`config.mk`:
```
export PLATFORM = sky130hd
export DESIGN_NAME = deflate_fixed_huffman_token_encoder_top_flat
export DESIGN_NICKNAME = d
export VERILOG_FILES = /design/src/sv/dfhte_pkg.sv /design/src/sv/dfhte_token_if.sv /design/src/sv/dfhte_field_if.sv /design/src/sv/deflate_fixed_huffman_token_encoder_top.sv /design/src/sv/dfhte_front.sv /design/src/sv/dfhte_queue.sv /design/src/sv/dfhte_back.sv /design/src/flat_wrapper.sv
export SDC_FILE = /design/constraint.sdc
export NUM_CORES = 1
export LEC_CHECK = 0
export BUFFER_PORTS_ARGS = -buffer_cell sky130_fd_sc_hd__buf_2
export CAP_MARGIN = 20
export CORE_MARGIN = 3
export CORE_UTILIZATION = 30
export CTS_CLUSTER_DIAMETER = 150
export DETAILED_ROUTE_END_ITERATION = 8
export PLACE_DENSITY_LB_ADDON = 0.2
export SLEW_MARGIN = 20
export SYNTH_ARGS = -nofsm -noshare
export SYNTH_HDL_FRONTEND = slang
export SYNTH_SLANG_ARGS = --single-unit
```
`constraint.sdc`:
```
create_clock -name clk -period 5.1 [get_ports clk]
set_input_delay 0.51 -clock clk [delete_from_list [all_inputs] [get_ports clk]]
set_output_delay 0.51 -clock clk [all_outputs]
set_load 0.005 [all_outputs]
```
`src/sv/dfhte_pkg.sv`:
```
package dfhte_pkg;

  localparam int LIT_W         = 8;
  localparam int LEN_W         = 9;
  localparam int DIST_W        = 16;
  localparam int FIELD_VALUE_W = 13;
  localparam int FIELD_BITS_W  = 4;
  localparam int MAX_FIELDS    = 4;
  localparam int FIELD_IDX_W   = 2;
  localparam int SYM_W         = 9;
  localparam int LEN_IDX_W     = 5;
  localparam int DIST_IDX_W    = 5;
  localparam int LEN_XVAL_W    = 5;
  localparam int DIST_XVAL_W   = 13;
  localparam int QUEUE_DEPTH   = 2;
  localparam int QUEUE_PTR_W   = 1;

  localparam logic CMD_LITERAL = 1'b0;
  localparam logic CMD_MATCH   = 1'b1;

  localparam int LEN_CODES  = 29;
  localparam int DIST_CODES = 30;

  localparam logic [SYM_W-1:0] SYM_LIT_LOW_END = 9'd144;
  localparam logic [SYM_W-1:0] SYM_LIT_END     = 9'd256;
  localparam logic [SYM_W-1:0] SYM_LEN_LOW_END = 9'd280;
  localparam logic [SYM_W-1:0] SYM_LEN_FIRST   = 9'd257;

  localparam logic [LEN_W-1:0] LEN_LOW [LEN_CODES] = '{
    9'd3,   9'd4,   9'd5,   9'd6,   9'd7,   9'd8,   9'd9,   9'd10,  9'd11,  9'd13,
    9'd15,  9'd17,  9'd19,  9'd23,  9'd27,  9'd31,  9'd35,  9'd43,  9'd51,  9'd59,
    9'd67,  9'd83,  9'd99,  9'd115, 9'd131, 9'd163, 9'd195, 9'd227, 9'd258
  };

  localparam logic [2:0] LEN_XBITS [LEN_CODES] = '{
    3'd0, 3'd0, 3'd0, 3'd0, 3'd0, 3'd0, 3'd0, 3'd0, 3'd1, 3'd1,
    3'd1, 3'd1, 3'd2, 3'd2, 3'd2, 3'd2, 3'd3, 3'd3, 3'd3, 3'd3,
    3'd4, 3'd4, 3'd4, 3'd4, 3'd5, 3'd5, 3'd5, 3'd5, 3'd0
  };

  localparam logic [DIST_W-1:0] DIST_LOW [DIST_CODES] = '{
    16'd1,     16'd2,     16'd3,     16'd4,     16'd5,     16'd7,
    16'd9,     16'd13,    16'd17,    16'd25,    16'd33,    16'd49,
    16'd65,    16'd97,    16'd129,   16'd193,   16'd257,   16'd385,
    16'd513,   16'd769,   16'd1025,  16'd1537,  16'd2049,  16'd3073,
    16'd4097,  16'd6145,  16'd8193,  16'd12289, 16'd16385, 16'd24577
  };

  localparam logic [3:0] DIST_XBITS [DIST_CODES] = '{
    4'd0, 4'd0, 4'd0,  4'd0,  4'd1,  4'd1,  4'd2,  4'd2,  4'd3,  4'd3,
    4'd4, 4'd4, 4'd5,  4'd5,  4'd6,  4'd6,  4'd7,  4'd7,  4'd8,  4'd8,
    4'd9, 4'd9, 4'd10, 4'd10, 4'd11, 4'd11, 4'd12, 4'd12, 4'd13, 4'd13
  };

  localparam logic [DIST_W-1:0] DIST_MAX = 16'd32768;

  typedef struct packed {
    logic [FIELD_VALUE_W-1:0] value;
    logic [FIELD_BITS_W-1:0]  bits;
  } field_t;

  // Fields of one token in wire order; last_idx marks the final one.
  typedef struct packed {
    field_t [MAX_FIELDS-1:0]  fields;
    logic [FIELD_IDX_W-1:0]   last_idx;
  } job_t;

  function automatic logic [4:0] rev5(input logic [4:0] v);
    logic [4:0] r;
    for (int k = 0; k < 5; k++) r[k] = v[4-k];
    return r;
  endfunction

  function automatic logic [6:0] rev7(input logic [6:0] v);
    logic [6:0] r;
    for (int k = 0; k < 7; k++) r[k] = v[6-k];
    return r;
  endfunction

  function automatic logic [7:0] rev8(input logic [7:0] v);
    logic [7:0] r;
    for (int k = 0; k < 8; k++) r[k] = v[7-k];
    return r;
  endfunction

  function automatic logic [8:0] rev9(input logic [8:0] v);
    logic [8:0] r;
    for (int k = 0; k < 9; k++) r[k] = v[8-k];
    return r;
  endfunction

  // Fixed literal/length code, reversed for LSB-first packing.
  function automatic field_t fixed_ll(input logic [SYM_W-1:0] sym);
    field_t     f;
    logic [8:0] off;
    if (sym < SYM_LIT_LOW_END) begin
      f.value = {5'd0, rev8(8'h30 + sym[7:0])};
      f.bits  = 4'd8;
    end else if (sym < SYM_LIT_END) begin
      off     = sym - SYM_LIT_LOW_END;
      f.value = {4'd0, rev9(9'h190 + off)};
      f.bits  = 4'd9;
    end else if (sym < SYM_LEN_LOW_END) begin
      off     = sym - SYM_LIT_END;
      f.value = {6'd0, rev7(off[6:0])};
      f.bits  = 4'd7;
    end else begin
      off     = sym - SYM_LEN_LOW_END;
      f.value = {5'd0, rev8({5'b11000, off[2:0]})};
      f.bits  = 4'd8;
    end
    return f;
  endfunction

  // Lengths below the first base fall on code 0, above 258 on the last code.
  function automatic logic [LEN_IDX_W-1:0] len_index(input logic [LEN_W-1:0] len);
    logic [LEN_IDX_W-1:0] li;
    li = '0;
    for (int i = 1; i < LEN_CODES; i++) begin
      if (len >= LEN_LOW[i]) li = LEN_IDX_W'(i);
    end
    return li;
  endfunction

  function automatic logic [DIST_IDX_W-1:0] dist_index(input logic [DIST_W-1:0] distance);
    logic [DIST_IDX_W-1:0] di;
    di = '0;
    for (int i = 1; i < DIST_CODES; i++) begin
      if (distance >= DIST_LOW[i]) di = DIST_IDX_W'(i);
    end
    return di;
  endfunction

endpackage

```
`src/sv/dfhte_token_if.sv`:
```
interface dfhte_token_if;
  import dfhte_pkg::*;

  logic              valid;
  logic              ready;
  logic              cmd;
  logic [LIT_W-1:0]  literal_byte;
  logic [LEN_W-1:0]  match_length;
  logic [DIST_W-1:0] match_distance;

  modport source (
    output valid, cmd, literal_byte, match_length, match_distance,
    input  ready
  );

  modport sink (
    input  valid, cmd, literal_byte, match_length, match_distance,
    output ready
  );
endinterface

```
`src/sv/dfhte_field_if.sv`:
```
interface dfhte_field_if;
  import dfhte_pkg::*;

  logic                     valid;
  logic                     ready;
  logic [FIELD_VALUE_W-1:0] field_value;
  logic [FIELD_BITS_W-1:0]  field_bits;
  logic                     last_field;

  modport source (
    output valid, field_value, field_bits, last_field,
    input  ready
  );

  modport sink (
    input  valid, field_value, field_bits, last_field,
    output ready
  );
endinterface

```
`src/sv/deflate_fixed_huffman_token_encoder_top.sv`:
```
// Channel  Role    Payload
// token    sink    cmd, literal_byte, match_length, match_distance
// field    source  field_value, field_bits, last_field
//
// One field leaves per cycle from the output register while the field output is not
// stalled, so a literal gives 1 field and a match 2 to 4 fields (length code, optional
// length extra, distance code, optional distance extra); that register sets the rate.
// A token's first field passes through the queue, then the output register.
// Synchronous rst empties the two-entry token queue and the output stage.
// A stalled field output holds its value; tokens keep entering until the queue fills.
module deflate_fixed_huffman_token_encoder_top (
  input  logic          clk,
  input  logic          rst,
  dfhte_token_if.sink   token,
  dfhte_field_if.source field
);
  import dfhte_pkg::*;

  logic push_valid;
  logic push_ready;
  job_t push_job;
  logic pop_valid;
  logic pop_ready;
  job_t pop_job;

  // Classify the token and build all its wire fields in one go.
  dfhte_front u_front (
    .token      (token),
    .push_valid (push_valid),
    .push_ready (push_ready),
    .push_job   (push_job)
  );

  // Hold finished jobs so the input side rides out short output stalls.
  dfhte_queue u_queue (
    .clk       (clk),
    .rst       (rst),
    .in_valid  (push_valid),
    .in_ready  (push_ready),
    .in_job    (push_job),
    .out_valid (pop_valid),
    .out_ready (pop_ready),
    .out_job   (pop_job)
  );

  // Step through the head job, one field per item, and drop it after the last.
  dfhte_back u_back (
    .clk      (clk),
    .rst      (rst),
    .in_valid (pop_valid),
    .in_ready (pop_ready),
    .in_job   (pop_job),
    .field    (field)
  );

endmodule

```
`src/sv/dfhte_front.sv`:
```
module dfhte_front (
  dfhte_token_if.sink      token,
  output logic             push_valid,
  input  logic             push_ready,
  output dfhte_pkg::job_t  push_job
);
  import dfhte_pkg::*;

  logic [DIST_W-1:0]      dist_sat;
  logic [LEN_IDX_W-1:0]   li;
  logic [DIST_IDX_W-1:0]  di;
  logic [LEN_W-1:0]       len_diff;
  logic [DIST_W-1:0]      dist_diff;
  logic                   has_lx;
  logic                   has_dx;
  field_t                 len_code;
  field_t                 len_xfield;
  field_t                 dist_code;
  field_t                 dist_xfield;

  assign push_valid  = token.valid;
  assign token.ready = push_ready;

  // Saturate distance into 1..32768.
  always_comb begin
    if (token.match_distance == '0) begin
      dist_sat = DIST_W'(1);
    end else if (token.match_distance > DIST_MAX) begin
      dist_sat = DIST_MAX;
    end else begin
      dist_sat = token.match_distance;
    end
  end

  always_comb begin
    li        = len_index(token.match_length);
    di        = dist_index(dist_sat);
    len_diff  = token.match_length - LEN_LOW[li];
    dist_diff = dist_sat - DIST_LOW[di];
    has_lx    = (LEN_XBITS[li] != '0);
    has_dx    = (DIST_XBITS[di] != '0);

    len_code          = fixed_ll(SYM_LEN_FIRST + SYM_W'(li));
    len_xfield.value  = {8'd0, len_diff[LEN_XVAL_W-1:0]};
    len_xfield.bits   = {1'b0, LEN_XBITS[li]};
    dist_code.value   = {8'd0, rev5(di)};
    dist_code.bits    = 4'd5;
    dist_xfield.value = dist_diff[DIST_XVAL_W-1:0];
    dist_xfield.bits  = DIST_XBITS[di];
  end

  always_comb begin
    push_job = '0;
    if (token.cmd == CMD_LITERAL) begin
      push_job.fields[0] = fixed_ll({1'b0, token.literal_byte});
      push_job.last_idx  = 2'd0;
    end else begin
      push_job.fields[0] = len_code;
      unique case ({has_lx, has_dx})
        2'b00: begin
          push_job.fields[1] = dist_code;
          push_job.last_idx  = 2'd1;
        end
        2'b10: begin
          push_job.fields[1] = len_xfield;
          push_job.fields[2] = dist_code;
          push_job.last_idx  = 2'd2;
        end
        2'b01: begin
          push_job.fields[1] = dist_code;
          push_job.fields[2] = dist_xfield;
          push_job.last_idx  = 2'd2;
        end
        default: begin
          push_job.fields[1] = len_xfield;
          push_job.fields[2] = dist_code;
          push_job.fields[3] = dist_xfield;
          push_job.last_idx  = 2'd3;
        end
      endcase
    end
  end

endmodule

```
`src/sv/dfhte_queue.sv`:
```
module dfhte_queue (
  input  logic             clk,
  input  logic             rst,
  input  logic             in_valid,
  output logic             in_ready,
  input  dfhte_pkg::job_t  in_job,
  output logic             out_valid,
  input  logic             out_ready,
  output dfhte_pkg::job_t  out_job
);
  import dfhte_pkg::*;

  job_t                   mem [QUEUE_DEPTH];
  logic [QUEUE_PTR_W-1:0] wr_ptr;
  logic [QUEUE_PTR_W-1:0] rd_ptr;
  logic [QUEUE_PTR_W:0]   count;
  logic                   push;
  logic                   pop;

  assign in_ready  = (count != (QUEUE_PTR_W + 1)'(QUEUE_DEPTH));
  assign out_valid = (count != '0);
  assign out_job   = mem[rd_ptr];
  assign push      = in_valid && in_ready;
  assign pop       = out_valid && out_ready;

  always_ff @(posedge clk) begin
    if (push) begin
      mem[wr_ptr] <= in_job;
    end
  end

  always_ff @(posedge clk) begin
    if (rst) begin
      wr_ptr <= '0;
      rd_ptr <= '0;
      count  <= '0;
    end else begin
      if (push) wr_ptr <= wr_ptr + QUEUE_PTR_W'(1);
      if (pop)  rd_ptr <= rd_ptr + QUEUE_PTR_W'(1);
      unique case ({push, pop})
        2'b10:   count <= count + (QUEUE_PTR_W + 1)'(1);
        2'b01:   count <= count - (QUEUE_PTR_W + 1)'(1);
        default: count <= count;
      endcase
    end
  end

endmodule

```
`src/sv/dfhte_back.sv`:
```
module dfhte_back (
  input  logic             clk,
  input  logic             rst,
  input  logic             in_valid,
  output logic             in_ready,
  input  dfhte_pkg::job_t  in_job,
  dfhte_field_if.source    field
);
  import dfhte_pkg::*;

  logic [FIELD_IDX_W-1:0] idx;
  logic                   out_valid;
  field_t                 out_field;
  logic                   out_last;
  logic                   load;
  logic                   head_last;

  // Advance one field per cycle whenever the output register frees up.
  assign load      = in_valid && (!out_valid || field.ready);
  assign head_last = (idx == in_job.last_idx);
  assign in_ready  = load && head_last;

  assign field.valid       = out_valid;
  assign field.field_value = out_field.value;
  assign field.field_bits  = out_field.bits;
  assign field.last_field  = out_last;

  always_ff @(posedge clk) begin
    if (rst) begin
      out_valid <= 1'b0;
      idx       <= '0;
    end else if (load) begin
      out_valid <= 1'b1;
      idx       <= head_last ? '0 : idx + FIELD_IDX_W'(1);
    end else if (field.ready) begin
      out_valid <= 1'b0;
    end
  end

  always_ff @(posedge clk) begin
    if (load) begin
      out_field <= in_job.fields[idx];
      out_last  <= head_last;
    end
  end

endmodule
```
`src/flat_wrapper.sv`:
```
// flat-port wrapper written by rule: the top's interface ports become plain ports
module deflate_fixed_huffman_token_encoder_top_flat import dfhte_pkg::*;
  (clk, rst, token_valid, token_cmd, token_literal_byte, token_match_length, token_match_distance, token_ready, field_valid, field_field_value, field_field_bits, field_last_field, field_ready);
  dfhte_token_if token_i ();
  dfhte_field_if field_i ();
  input  logic clk;
  input  logic rst;
  input wire logic [$bits(token_i.valid)-1:0] token_valid;
  input wire logic [$bits(token_i.cmd)-1:0] token_cmd;
  input wire logic [$bits(token_i.literal_byte)-1:0] token_literal_byte;
  input wire logic [$bits(token_i.match_length)-1:0] token_match_length;
  input wire logic [$bits(token_i.match_distance)-1:0] token_match_distance;
  output wire logic [$bits(token_i.ready)-1:0] token_ready;
  output wire logic [$bits(field_i.valid)-1:0] field_valid;
  output wire logic [$bits(field_i.field_value)-1:0] field_field_value;
  output wire logic [$bits(field_i.field_bits)-1:0] field_field_bits;
  output wire logic [$bits(field_i.last_field)-1:0] field_last_field;
  input wire logic [$bits(field_i.ready)-1:0] field_ready;
  assign token_i.valid = token_valid;
  assign token_i.cmd = token_cmd;
  assign token_i.literal_byte = token_literal_byte;
  assign token_i.match_length = token_match_length;
  assign token_i.match_distance = token_match_distance;
  assign token_ready = token_i.ready;
  assign field_valid = field_i.valid;
  assign field_field_value = field_i.field_value;
  assign field_field_bits = field_i.field_bits;
  assign field_last_field = field_i.last_field;
  assign field_i.ready = field_ready;
  deflate_fixed_huffman_token_encoder_top u_core (.clk(clk), .rst(rst), .token(token_i), .field(field_i));
endmodule
```
==> summary.md <==
| Metric | Value |
|---|---|
| Cell Pwr Density | `390 mW/mm^2` |
| Die area | `0.0307 mm^2` |
| HPWL Detailed | `15200 um` |
| Setup_tns | `0 ps` |
| Post-synth top area share | `45.5%` |
| Critical path data required time | `5320 ps` |
| Critical path launch point type | `primary input` |
| WL/cell | `16.7 um` |
| Combinational power share | `29.1%` |
| FF-to-FF End | `u_core.u_queue.count[1]` |
| Final setup fails | `0` |
| Die Y | `175 um` |
| EDFF count, synth | `130` |
| Post-Syn Area | `0.00858 mm^2` |
| Cells after Synth | `770` |
| Placeable Area | `0.0280 mm^2` |
| CTS Buffer Depth | `2` |
| Top area cells in the synthesized netlist | `edfxtp_1, mux4_2, ha_1` |
| Worst-Skew Late Latency | `410 ps` |
| Synth unique cells | `97` |
| Synth area leader | `edfxtp_1` |
| R2r worst-path depth | `7` |
| Fill count | `2823` |
| Row cnt | `61` |
| Slew HR | `38.7%` |
| Final Max Slew Viols | `0` |
| Top_reg_cell synth | `edfxtp_1` |
| Initial DRC count | `408` |
| Worst hold path depth | `2` |
| DR vias/cell | `5.00` |
| GRT Overall Usage | `13.5%` |
| Worst VDD drop | `0.218 mV` |
| Switch share | `29.7%` |
| Post-synth net total | `845` |
| #FFs+latches synth | `138` |
| N_diodes | `0` |
| Die width | `175 um` |
| Final WS setup | `403 ps` |
| Count leader, synth | `edfxtp_1` |
| Syn. warnings | `0` |
| Clock-pin slew on the worst setup and hold paths | `50 ps` |
| Psw | `1.15 mW` |
| Setup crit end kind | `flip-flop` |
| Via count | `6149` |
| CTS root buf | `clkbuf_16` |
| Placed instance area | `0.00945 mm^2` |
| First-pass GRT wire length | `32500 um` |
| R2R setup slack | `2330 ps` |
| Tcrit/Tclk final | `92.1%` |
| DRC errors left | `0` |
| Clk pwr share | `27.8%` |
| Grt ovf | `0` |
| Post-synth ARST share | `0%` |
| Initial antenna violation count | `0` |
| Fmax | `213 MHz` |
| I/O pin cnt | `58` |
| Detailed Route WL | `20600 um` |
| RSZ-0062 raised after global routing | `no` |
| Vias in the first global route | `5943` |
| HP Start | `rst` |
| Initial Utilization | `30.6%` |
| Max Cap Viol | `0` |
| Endpoint, Worst Hold | `u_core.u_back.field.valid` |
| Average cell area after synthesis | `11.1 um^2` |
| Fin crit period | `4700 ps` |
| CTS Buf Count | `17` |
| Final antenna-violating net count | `0` |
| Worst hold-check path type | `in2reg` |
| Layout cells sized above 1 | `22.7%` |
| PortBufs | `57` |
| Synth cell count leaders | `edfxtp_1, nor2_1, nand2_1` |
| Post-place setup slack | `25.9 ps` |
| Router iterations before antenna repair | `5` |
| Internal power | `2.73 mW` |
| # Post-CTS Setup Buffers | `0` |
| Clock Sink Count | `138` |
| Largest net degree at the start of global routing | `46` |
| Part of the power in registers | `43.1%` |
| Gpl congestion | `0.817` |
| Area growth from synthesis to layout | `16.2%` |
| Status | `complete, no violations` |
| CP Max Fanout | `11` |
| Htree depth | `4` |
| Final Net Count | `916` |
| Final Hold Slack | `369 ps` |
| Worst slew pin tran | `919 ps` |
| Leak | `3.57 nW` |
| Fin. Hold Viols | `0` |
| CTS tree | `yes` |
| WP data arrival | `4920 ps` |
| Max Clock Skew | `8.14 ps` |
| Crit Path Class | `in2reg` |
| Post-synthesis sequential area ratio | `47.4%` |
| Final Cell Area | `0.00996 mm^2` |
==> worst max-delay path by stage <==
stage	from	end	slack [ps]	depth (start not counted)
2_1_floorplan	token_match_distance[3]	u_core.u_queue.mem[0][51]	420	21
3_3_place_gp	token_match_distance[1]	u_core.u_queue.mem[0][68]	120	20
3_5_place_dp	token_match_distance[1]	u_core.u_queue.mem[0][51]	30	20
4_1_cts	token_match_distance[1]	u_core.u_queue.mem[0][51]	450	20
5_1_grt	token_match_distance[4]	u_core.u_queue.mem[0][51]	2	21
6_report	token_match_distance[1]	u_core.u_queue.mem[0][51]	400	20
==> sequential cells by signal, indices dropped and copies added (netlist names), named ones only <==
register                         flops
u_core.u_back.field.field_value     13
u_core.u_queue.wr_ptr                1
u_core.u_back.field.valid            1
u_core.u_back.field.last_field       1
u_core.u_queue.rd_ptr                1
u_core.u_queue.count                 2
u_core.u_queue.mem                 112
u_core.u_back.field.field_bits       4
u_core.u_back.idx                    2
==> power by group through the flow <==
stage          clock network, mW  registers, mW  logic [mW]
6_report                    1.08           1.68        1.13
5_1_grt                     1.16           1.71        1.25
4_1_cts                     1.11           1.68        1.15
3_5_place_dp                   0           1.71        1.15
3_3_place_gp                   0           1.70        1.15
2_1_floorplan                  0           1.68       0.787
==> worst max-delay path, cell delays in order <==
cell,delay (ps)
buf_2,170
or4_4,600
or4_4,530
a22oi_4,170
and2_4,220
o311ai_4,110
o21a_4,170
inv_2,70
ha_1,220
mux2i_1,140
nand2_1,120
ha_1,280
nor2b_1,130
o21ai_0,220
a21boi_0,120
o21ai_0,260
a211oi_1,150
o211a_1,250
o21ai_0,200
nor3b_1,270
==> cells by family after synthesis <==
group / after synthesis / share of synthesized area, %
AOI/OAI and AO/OA: 169 / 14.4
DFF: 138 / 47.4
and+or+nand+nor: 272 / 16.9
muxes: 47 / 8.99
adders and majority gates: 39 / 5.81
buffers and inverters: 82 / 4.03
xor gates and xnor gates: 23 / 2.44
==> cells in the final DEF, fill, tap and decap left out, drive strengths merged, types with 7 or more instances in the layout <==
cell	instances
edfxtp	130
buf	99
nor2	76
nand2	51
o21ai	37
a21oi	36
ha	35
inv	35
mux4	23
nor2b	21
nor3	20
clkbuf	20
xnor2	18
mux2i	14
nand3	14
and2	14
nand2b	12
nand3b	10
mux2	10
a31oi	8
a21o	8
and3	8
dfxtp	8
o22ai	7
a211oi	7
o211ai	7
nor4	7
clkinv	7
==> cell type report <==
cell class / count / area [um^2] / area share [%]
multi-input combinational: 550 / 4180 / 41.9
sequential: 138 / 4070 / 40.8
timing repair buffer: 99 / 601 / 6.03
tap: 378 / 473 / 4.75
clock buffer: 20 / 437 / 4.38
inverter: 35 / 131 / 1.32
clock inverter: 10 / 80.1 / 0.804
==> layer usage <==
metal | track usage, % | share of wire [%] | vias to the layer above
met5 | 0 | 0 | -
met4 | 3.19 | 0.92 | 0
met3 | 2.37 | 3.6 | 19
met2 | 20.3 | 44 | 113
met1 | 20.1 | 51 | 2953
li1 | - | - | 3064
==> timing repair <==
item / in CTS / in global routing
hold buffers: 0 / 0
gates resized for setup: 0 / 1
endpoints found under the setup margin: 0 / 4
==> stage by stage <==
step                util [%]  power, mW  std cells
finish                  35.6       3.89       1230
CTS                     35.6       3.94       1230
detailed placement      33.7       2.85       1200
global route            35.6       4.11       1230
global placement        33.7       2.85       1200
floorplan                  -       2.46        770
Power figures use the tool's default switching activity.
